<file path="src/mbs_pkg.sv">
package mbs_pkg;

    localparam int CH_W       = 16;
    localparam int PIX_W      = 3 * CH_W;
    localparam int SUM_W      = 20;
    localparam int N_W        = 4;
    localparam int DIV_STEPS  = SUM_W;
    localparam int STEP_W     = 5;
    localparam int J_W        = 3;
    localparam int DRD_READS  = 6;
    localparam int SIDE_W     = 11;
    localparam int MASK_W     = 9;
    localparam int CFG_IDX_W  = 1;
    localparam int CFG_DATA_W = 11;

    localparam logic [CFG_IDX_W-1:0] REG_SIDE = 1'b0;
    localparam logic [CFG_IDX_W-1:0] REG_MASK = 1'b1;

    localparam logic OP_PIXEL = 1'b0;
    localparam logic OP_DRAIN = 1'b1;

    typedef enum logic [3:0] {
        S_IDLE,
        S_RD_UP2,
        S_RD_UP1,
        S_LOAD,
        S_DRD,
        S_SUM,
        S_DIV,
        S_OUT,
        S_ADV
    } t_state;

    typedef enum logic [1:0] {
        V_MAIN,
        V_EDGE,
        V_DRAIN
    } t_view;

    typedef struct packed {
        logic  latch_pix;
        logic  rd_up2;
        logic  rd_up1;
        logic  load_win;
        logic  drd_clr;
        logic  drd_step;
        logic  sum;
        logic  div_step;
        logic  load_out;
        logic  advance;
        t_view view;
    } t_cmd;

    typedef struct packed {
        logic pix_ok;
        logic drain_ok;
        logic need_a;
        logic need_b;
        logic drd_done;
        logic div_last;
        logic out_full;
    } t_status;

endpackage

</file>
<file path="src/mbs_ctrl.sv">
module mbs_ctrl import mbs_pkg::*; (
    input  logic    i_clk,
    input  logic    i_rst_n,
    input  logic    i_in_valid,
    input  logic    i_op,
    output logic    o_in_ready,
    input  t_status i_status,
    output t_cmd    o_cmd
);

    t_state r_state, n_state;
    t_view  r_view, n_view;

    always_ff @(posedge i_clk) begin
        if (!i_rst_n) begin
            r_state <= S_IDLE;
            r_view  <= V_MAIN;
        end else begin
            r_state <= n_state;
            r_view  <= n_view;
        end
    end

    always_comb begin
        n_state    = r_state;
        n_view     = r_view;
        o_cmd      = '0;
        o_cmd.view = r_view;
        o_in_ready = 1'b0;
        unique case (r_state)
            S_IDLE: begin
                o_in_ready = 1'b1;
                if (i_in_valid) begin
                    if (i_op == OP_PIXEL && i_status.pix_ok) begin
                        o_cmd.latch_pix = 1'b1;
                        n_view          = V_MAIN;
                        n_state         = S_RD_UP2;
                    end else if (i_op == OP_DRAIN && i_status.drain_ok) begin
                        o_cmd.drd_clr = 1'b1;
                        n_view        = V_DRAIN;
                        n_state       = S_DRD;
                    end
                end
            end
            S_RD_UP2: begin
                o_cmd.rd_up2 = 1'b1;
                n_state      = S_RD_UP1;
            end
            S_RD_UP1: begin
                o_cmd.rd_up1 = 1'b1;
                n_state      = S_LOAD;
            end
            S_LOAD: begin
                o_cmd.load_win = 1'b1;
                if (i_status.need_a) begin
                    n_state = S_SUM;
                end else if (i_status.need_b) begin
                    n_view  = V_EDGE;
                    n_state = S_SUM;
                end else begin
                    n_state = S_ADV;
                end
            end
            S_DRD: begin
                o_cmd.drd_step = 1'b1;
                if (i_status.drd_done) begin
                    n_state = S_SUM;
                end
            end
            S_SUM: begin
                o_cmd.sum = 1'b1;
                n_state   = S_DIV;
            end
            S_DIV: begin
                o_cmd.div_step = 1'b1;
                if (i_status.div_last) begin
                    n_state = S_OUT;
                end
            end
            S_OUT: begin
                if (!i_status.out_full) begin
                    o_cmd.load_out = 1'b1;
                    if (r_view == V_MAIN && i_status.need_b) begin
                        n_view  = V_EDGE;
                        n_state = S_SUM;
                    end else begin
                        n_state = S_ADV;
                    end
                end
            end
            S_ADV: begin
                o_cmd.advance = 1'b1;
                n_state       = S_IDLE;
            end
            default: begin
                n_state = S_IDLE;
            end
        endcase
    end

endmodule

</file>
<file path="config.mk">
export PLATFORM = sky130hd
export DESIGN_NAME = mbs_ctrl
export DESIGN_NICKNAME = d
export VERILOG_FILES = /design/src/mbs_pkg.sv /design/src/mbs_ctrl.sv
export SDC_FILE = /design/constraint.sdc
export NUM_CORES = 1
export LEC_CHECK = 0
export ABC_AREA = 0
export BUFFER_PORTS_ARGS = -buffer_cell sky130_fd_sc_hd__buf_2
export CAP_MARGIN = 5
export CORE_MARGIN = 1
export CORE_UTILIZATION = 35
export CTS_CLUSTER_DIAMETER = 80
export DETAILED_ROUTE_END_ITERATION = 8
export RECOVER_POWER = 50
export SYNTH_ARGS = -nofsm -noshare
export SYNTH_HDL_FRONTEND = slang
export SYNTH_SLANG_ARGS = --single-unit
</file>
<file path="constraint.sdc">
create_clock -name i_clk -period 1.8 [get_ports i_clk]
set_clock_uncertainty 0.15 [all_clocks]
set_input_delay 0.18 -clock i_clk [delete_from_list [all_inputs] [get_ports i_clk]]
set_output_delay 0.18 -clock i_clk [all_outputs]
set_load 0.1 [all_outputs]
</file>
# Word-level counts from Yosys, hierarchy flattened
# Cells that the tools add are included.
[totals]
reg_bits = 6
input_bits = 11
out_inout_bits = 13
word_cells = 62
[classes]
n_eq_ne = 16
mux = 35
n_bitwise = 1
reduce_logical = 8
[op_table]
columns = ["op", "count"]
rows = [
  ["$mux W4", 9],
  ["$pmux W4 S8", 1],
  ["$mux W1", 17],
  ["$eq A4 B3 Y1 const B", 4],
  ["$mux W2", 7],
  ["$ne A2 B2 Y1 const B", 7],
  ["$eq A4 B2 Y1 const B", 2],
  ["$reduce_and A7 Y1", 1],
  ["$pmux W2 S3", 1],
  ["$reduce_and A5 Y1", 1],
  ["$eq A4 B1 Y1 const B", 1],
  ["$eq A4 B4 Y1 const B", 1],
  ["$logic_not A4 Y1", 1],
  ["$logic_and A1 B1 Y1", 3],
  ["$ne A3 B3 Y1 const B", 1],
  ["$reduce_bool A3 Y1", 1],
  ["$logic_not A2 Y1", 1],
  ["$not A1 Y1", 1],
]

# Depth between registers and ports, before layout
# Gate-level depths: netlist of run 1.
[logic_depth]
ltp_word = 5
depth_mapped = 6
mapped_depth_nobuf = 5

# Worst setup path before layout of run 1
# No wires, ideal clock.
[synth_timing]
path_type = "reg-to-reg"
from = "register r_state[3]"
to = "register r_view[1]"
setup_ns = 0.075
t_arrival_ns = 4.063
required_ns = 1.575
slack_ns = -2.488
path_stages_with_launch = 7
n_path_buf = 1
period_less_slack_ns = 4.288
path_cell_list = "dfxtp_1 -> buf_4 -> nor4_2 -> nand2_1 -> nor2_1 -> nand2_1 -> o21ai_0"
[synth_via]
elab_chain_cells = 3
word_cells_on_any_way = 12
classes_between = "8 x eq/ne; 1 x mux; 3 x reduce/logical"
[synth_lines]
columns = ["item", "line_no", "rtl"]
rows = [
  ["from (decl)", "mbs_ctrl.sv:11", "t_state r_state, n_state;"],
  ["from (signal assigned)", "mbs_ctrl.sv:19", "r_state <= n_state;"],
  ["$eq A4 B3 Y1 (tied with other cells)", "mbs_ctrl.sv:30", "unique case (r_state)"],
  ["$ne A2 B2 Y1 (no source line) (tied with other cells)", "--", ""],
  ["$reduce_and A7 Y1 (no source line)", "--", ""],
  ["to (signal assigned)", "mbs_ctrl.sv:20", "r_view <= n_view;"],
  ["to (decl)", "mbs_ctrl.sv:12", "t_view r_view, n_view;"],
]
# Parallel ways exist; a longest one is shown, timed or not.
# A chain may end at the register's enable or synchronous reset.

==> results of run 1 <==
final timing paths:
kind                            startpoint  slack (ps)  cells after the start          to
worst max-delay path            r_state[1]          -8                      5    o_cmd[7]
worst min-delay path               i_rst_n          90                      3   r_view[1]
worst max register to register  r_state[3]          50                      5  r_state[1]
worst min register to register   r_view[0]         320                      2   r_view[0]
metal layers:
metal | vias up | part of all wire | track usage
met5 | - | 0 | 0
met4 | 0 | 0.023 | 0.150
met3 | 6 | 0.041 | 0.0543
met2 | 29 | 0.53 | 0.434
met1 | 336 | 0.41 | 0.282
li1 | 355 | - | -
sequential cells by signal, indices dropped and copies added, names as in the netlist:
name	flops
r_state	4
r_view	2
synthesized netlist by cell type (2+ instances only):
cell / instances
nand2_1: 10
nor2_1: 9
dfxtp_1: 6
inv_1: 5
nor3_1: 5
o21ai_0: 4
a21oi_1: 3
nand3_1: 3
or3_1: 3
buf_6: 2
nand2b_1: 2
nor2b_1: 2
o21bai_1: 2
cell type report:
cell class / instances / area [sq um]
fillers: 84 / 230
clock buffers: 3 / 22.5
repair buffers: 43 / 430
well taps: 15 / 18.8
multi-input cells: 59 / 499
flip-flops and latches: 6 / 130
inverters: 5 / 18.8
timing repair:
item,CTS,global route
buffers inserted,1,3
setup endpoints to repair,7,8
resized for setup,8,6
pin swaps,0,2
cell usage in the layout, fill, tap and decap left out, types with 2 or more instances in the layout:
master	synthesis	layout
o21ai_0	4	4
nor3_2	0	2
nand2_2	0	2
nand2b_1	2	2
nor2_1	9	4
buf_2	0	10
dfxtp_2	0	2
or3_4	0	2
a21oi_1	3	3
dfxtp_4	0	2
nor2_4	0	4
dfxtp_1	6	2
inv_1	5	5
buf_4	1	20
clkbuf_2	0	2
nor3_4	0	3
buf_12	0	11
nand2_1	10	7
clkbuf_4	0	3
nand3_1	3	3
o21bai_1	2	2
logic make-up (layout without fill, tap and decap cells):
kind of cell | Yosys count | after routing | share of synthesized area
flops | 6 | 6 | 0.227
mux | 1 | 1 | 0.0189
compound gates | 20 | 20 | 0.279
simple gates | 38 | 38 | 0.376
buf+inv | 9 | 51 | 0.0993
power groups by stage:
stage | clock, mW | combinational, mW | sequential, mW
2_1_floorplan | 0 | 0.703 | 0.200
3_3_place_gp | 0 | 1.07 | 0.196
3_5_place_dp | 0 | 1.07 | 0.199
4_1_cts | 0.130 | 1.12 | 0.202
5_1_grt | 0.144 | 1.23 | 0.211
6_report | 0.130 | 1.18 | 0.206
critical path, cell delays in order (launching register included):
cell and delay, ps:
dfxtp_4 380, nor4_4 310, buf_4 180, nand2_4 60, nor2_4 110, buf_12 180
through the flow:
stage,util,instances
after global placement,0.754,124
final,0.829,131
after CTS,0.792,128
after detailed placement,0.754,124
after floorplan,-,74
after global routing,0.829,131
==> key figures, run 1 <==
Outcome
  – Status: complete, but fails checks
  – Violated checks: setup timing

Cells and area
  – Fin nets: 129
  – Final Instance Area: 1120 sq um
  – Layout cell share with drive strength beyond 1: 0.629
  – Inserted Diodes: 0
  – P&R area growth vs syn: 112%

Placed design
  – PortBufs: 23
  – DP Wirelength: 1410 um
  – Area post-placement: 1020 sq um
  – Placement Setup Slack: -58.0 ps
  – RD Place Congestion: 0.871

Synthesis
  – Dominant synthesized flop cell: dfxtp_1
  – YS warnings: 0
  – Syn_nets: 85
  – Cell taking the most area after synthesis: dfxtp_1
  – Top-area cell type share of the netlist area: 0.227
  – Synthesized area per cell: 7.15 sq um
  – Register area share after synthesis: 0.227
  – Flops & latches, synth: 6
  – Unique masters post-synth: 31
  – Asr flop ratio synth: 0
  – EDFF count, synth: 0
  – Syn Std Cell Area: 529 sq um
  – Dominant cells by area after synthesis: dfxtp_1, nand2_1, nor2_1
  – Synthesized instance count: 74

STA
  – Final setup violation count: 1
  – Final Cycle Share: 1.00
  – Fmax: 0.553 GHz
  – Setup TNS: -7.94 ps
  – Slew Limit Fails: 0
  – Final hold viol count: 0
  – Tmin final: 1810 ps
  – Unrepaired setup endpoints after global routing: true
  – Worst slew margin: 0.641
  – Worst-Margin Slew: 541 ps
  – Setup ws final: -7.94 ps
  – WHS: 92.0 ps

Pwr
  – Sequential Power Share: 0.136
  – Internal power component: 737 uW
  – P_leak: 0.466 nW
  – Clock network power share: 0.085
  – Switching Fraction: 0.514
  – PD cells: 1360 nW/um^2
  – NetSw: 780 uW
  – Max VDD drop: 1260 uV
  – Power Total: 1.52 mW
  – Comb pwr share: 0.779

Floorplanning
  – Row cnt: 13
  – Number of I/O pins: 24
  – Die Wd: 40.9 um
  – Die ar.: 1670 sq um
  – Core Area: 1350 sq um
  – Initial Util: 0.392
  – DIE HEIGHT: 40.9 um

Routing
  – Routed WL: 1860 um
  – Antenna-violating nets left: 0
  – DR DRC count: 0
  – Initial DRC Count: 26
  – Post-DR vias/cell: 5.54
  – Wire per inst: 14.2 um
  – 1st-pass router iterations: 4
  – Routed vias: 726

Worst setup path
  – Crit end category: output pin
  – Data arrival time of the worst path: 1480 ps
  – Worst-path maximum fanout: 8
  – Req. time, crit path: 1470 ps
  – Critical path type: reg2out
  – Worst setup SP type: flop

Clocking
  – Clock Path Buffers: 2
  – Clock tree from TritonCTS: built
  – CTS buffer count: 3
  – CTS clock-pin slew for the worst setup and hold paths: 40 ps
  – CTS H-tree lvls: 1
  – Clk_lat worst skew: 250 ps
  – Clock sinks: 6
  – Hold_buf cts: 0
  – Root buf cell: clkbuf_4

Global route
  – Initial antenna violation count: 0
  – Largest net degree at the start of global routing: 10
  – GRT Total Usage: 0.253
  – Congestion Overflow GR: 0
  – Vias in the first global route: 654
  – First-pass GRT wire length: 2710 um

Job
  – Total of max-cap violations: 0

Min path
  – HP Class: in2reg
Power figures use the tool's default switching activity.
==> run 2: changes to the inputs <==
--- a/config.mk
+++ b/config.mk
@@ -16,3 +16,4 @@
 export SYNTH_ARGS = -nofsm -noshare
 export SYNTH_HDL_FRONTEND = slang
 export SYNTH_SLANG_ARGS = --single-unit
+export TNS_END_PERCENT = 50
==> key figures, run 2 (synthesized netlist as in run 1, its figures left out) <==
STA
  – Setup TNS: -482 ps
  – WHS: 85.7 ps
  – Slew Limit Fails: 0
  – Worst slew margin: 0.637
  – Final hold viol count: 0
  – Worst-Margin Slew: 547 ps
  – Fmax: 0.526 GHz
  – Final Cycle Share: 1.06
  – Setup ws final: -103 ps
  – Final setup violation count: 8
  – Tmin final: 1900 ps
  – Unrepaired setup endpoints after global routing: true

Worst setup path
  – Worst setup SP type: flop
  – Critical path type: reg2reg
  – Worst-path maximum fanout: 5
  – Data arrival time of the worst path: 1960 ps
  – Crit end category: flop
  – Req. time, crit path: 1860 ps

Placed design
  – DP Wirelength: 1370 um
  – RD Place Congestion: 0.932
  – PortBufs: 23
  – Placement Setup Slack: -46.4 ps

Cells and area
  – P&R area growth vs syn: 117%
  – Layout cell share with drive strength beyond 1: 0.633
  – Leading cell type in the layout, fill and taps excluded: buf_4
  – Finished Core Util: 0.849
  – Fin nets: 133
  – Register name with the most flops: r_state
  – Commonest cells after routing, fill and taps aside: buf_4, buf_2, buf_12
  – Max reg flops: 4
  – Largest regs: r_state: 4 flops, r_view: 2 flops
  – Inserted Diodes: 0
  – # fillers: 71

Routing
  – Post-DR vias/cell: 5.86
  – Routed vias: 791
  – DR DRC count: 0
  – 1st-pass router iterations: 4
  – Antenna-violating nets left: 0
  – Wire per inst: 18.9 um
  – Routed WL: 2550 um
  – Initial DRC Count: 47

Min path
  – HP Class: in2reg

Clocking
  – Clk_lat worst skew: 270 ps
  – CTS clock-pin slew for the worst setup and hold paths: 50 ps
  – Clock sinks: 6
  – Clock tree from TritonCTS: built
  – Hold_buf cts: 0
  – Clock Path Buffers: 2
  – CTS buffer count: 3
  – Root buf cell: clkbuf_4
  – CTS H-tree lvls: 1

Job
  – Total of max-cap violations: 0

Outcome
  – Violated checks: setup timing
  – Status: complete, but fails checks

Global route
  – Vias in the first global route: 699
  – Initial antenna violation count: 0
  – Largest net degree at the start of global routing: 11
  – Congestion Overflow GR: 0
  – GRT Total Usage: 0.315
  – First-pass GRT wire length: 3220 um

Pwr
  – Max VDD drop: 1510 uV
  – Power Total: 1.59 mW
  – PD cells: 1390 nW/um^2
  – P_leak: 0.498 nW

Floorplanning
  – Number of I/O pins: 24
  – Row cnt: 13
  – Die Wd: 40.9 um
  – Die ar.: 1670 sq um
  – Initial Util: 0.392
  – DIE HEIGHT: 40.9 um
  – Core Area: 1350 sq um
-- run 2: routing by layer --
| metal | vias to the layer above | wire length (um) | part of all wire | global-route usage |
|---|---|---|---|---|
| met4 | 0 | 72 | 0.028 | 0.183 |
| met3 | 10 | 195 | 0.076 | 0.125 |
| met5 | - | 0 | 0 | 0 |
| li1 | 363 | - | - | - |
| met1 | 374 | 980 | 0.38 | 0.335 |
| met2 | 44 | 1300 | 0.51 | 0.520 |
-- run 2: worst max-delay path, stage by stage (launching register included) --
cell and delay (ps):
dfxtp_4 380, or3_1 190, o21ai_0 100, or4_4 590, o221ai_2 240, o21a_1 180
-- run 2: what timing repair did --
action                     in CTS  in global routing
gates resized for setup        19                 10
pin swaps                       5                  6
setup endpoints to repair      11                 11
setup buffers                   5                  0
-- run 2: where the power goes --
group	internal [mW]	leakage (nW)	switching [mW]	total, mW
sequential	0.162	0.0515	0.0312	0.193
combinational	0.516	0.432	0.739	1.25
clock	0.0765	0.0138	0.0653	0.142
total	0.754	0.498	0.835	1.59
-- run 2: per-stage QoR --
stage	std cells	area, sq um
detailed placement	128	1010
global placement	128	1010
floorplan	74	606
finish	135	1150
CTS	136	1130
global route	135	1150
-- run 2: final cells by class --
type                    instances  area [sq um]  area share
repair buffers                 47           462       0.403
well taps                      15          18.8      0.0164
flip-flops and latches          6           133       0.116
clock buffers                   3          22.5      0.0197
multi-input cells              59           492       0.429
inverters                       5          18.8      0.0164
-- run 2: final timing paths --
| check | cells after the start | to | slack (ps) | from |
|---|---|---|---|---|
| setup / recovery | 5 | r_state[1] | -100 | r_state[1] |
| hold / removal | 2 | r_state[2] | 90 | i_rst_n |
| setup reg to reg | 5 | r_state[1] | -100 | r_state[1] |
| hold reg to reg | 2 | r_view[0] | 320 | r_view[0] |
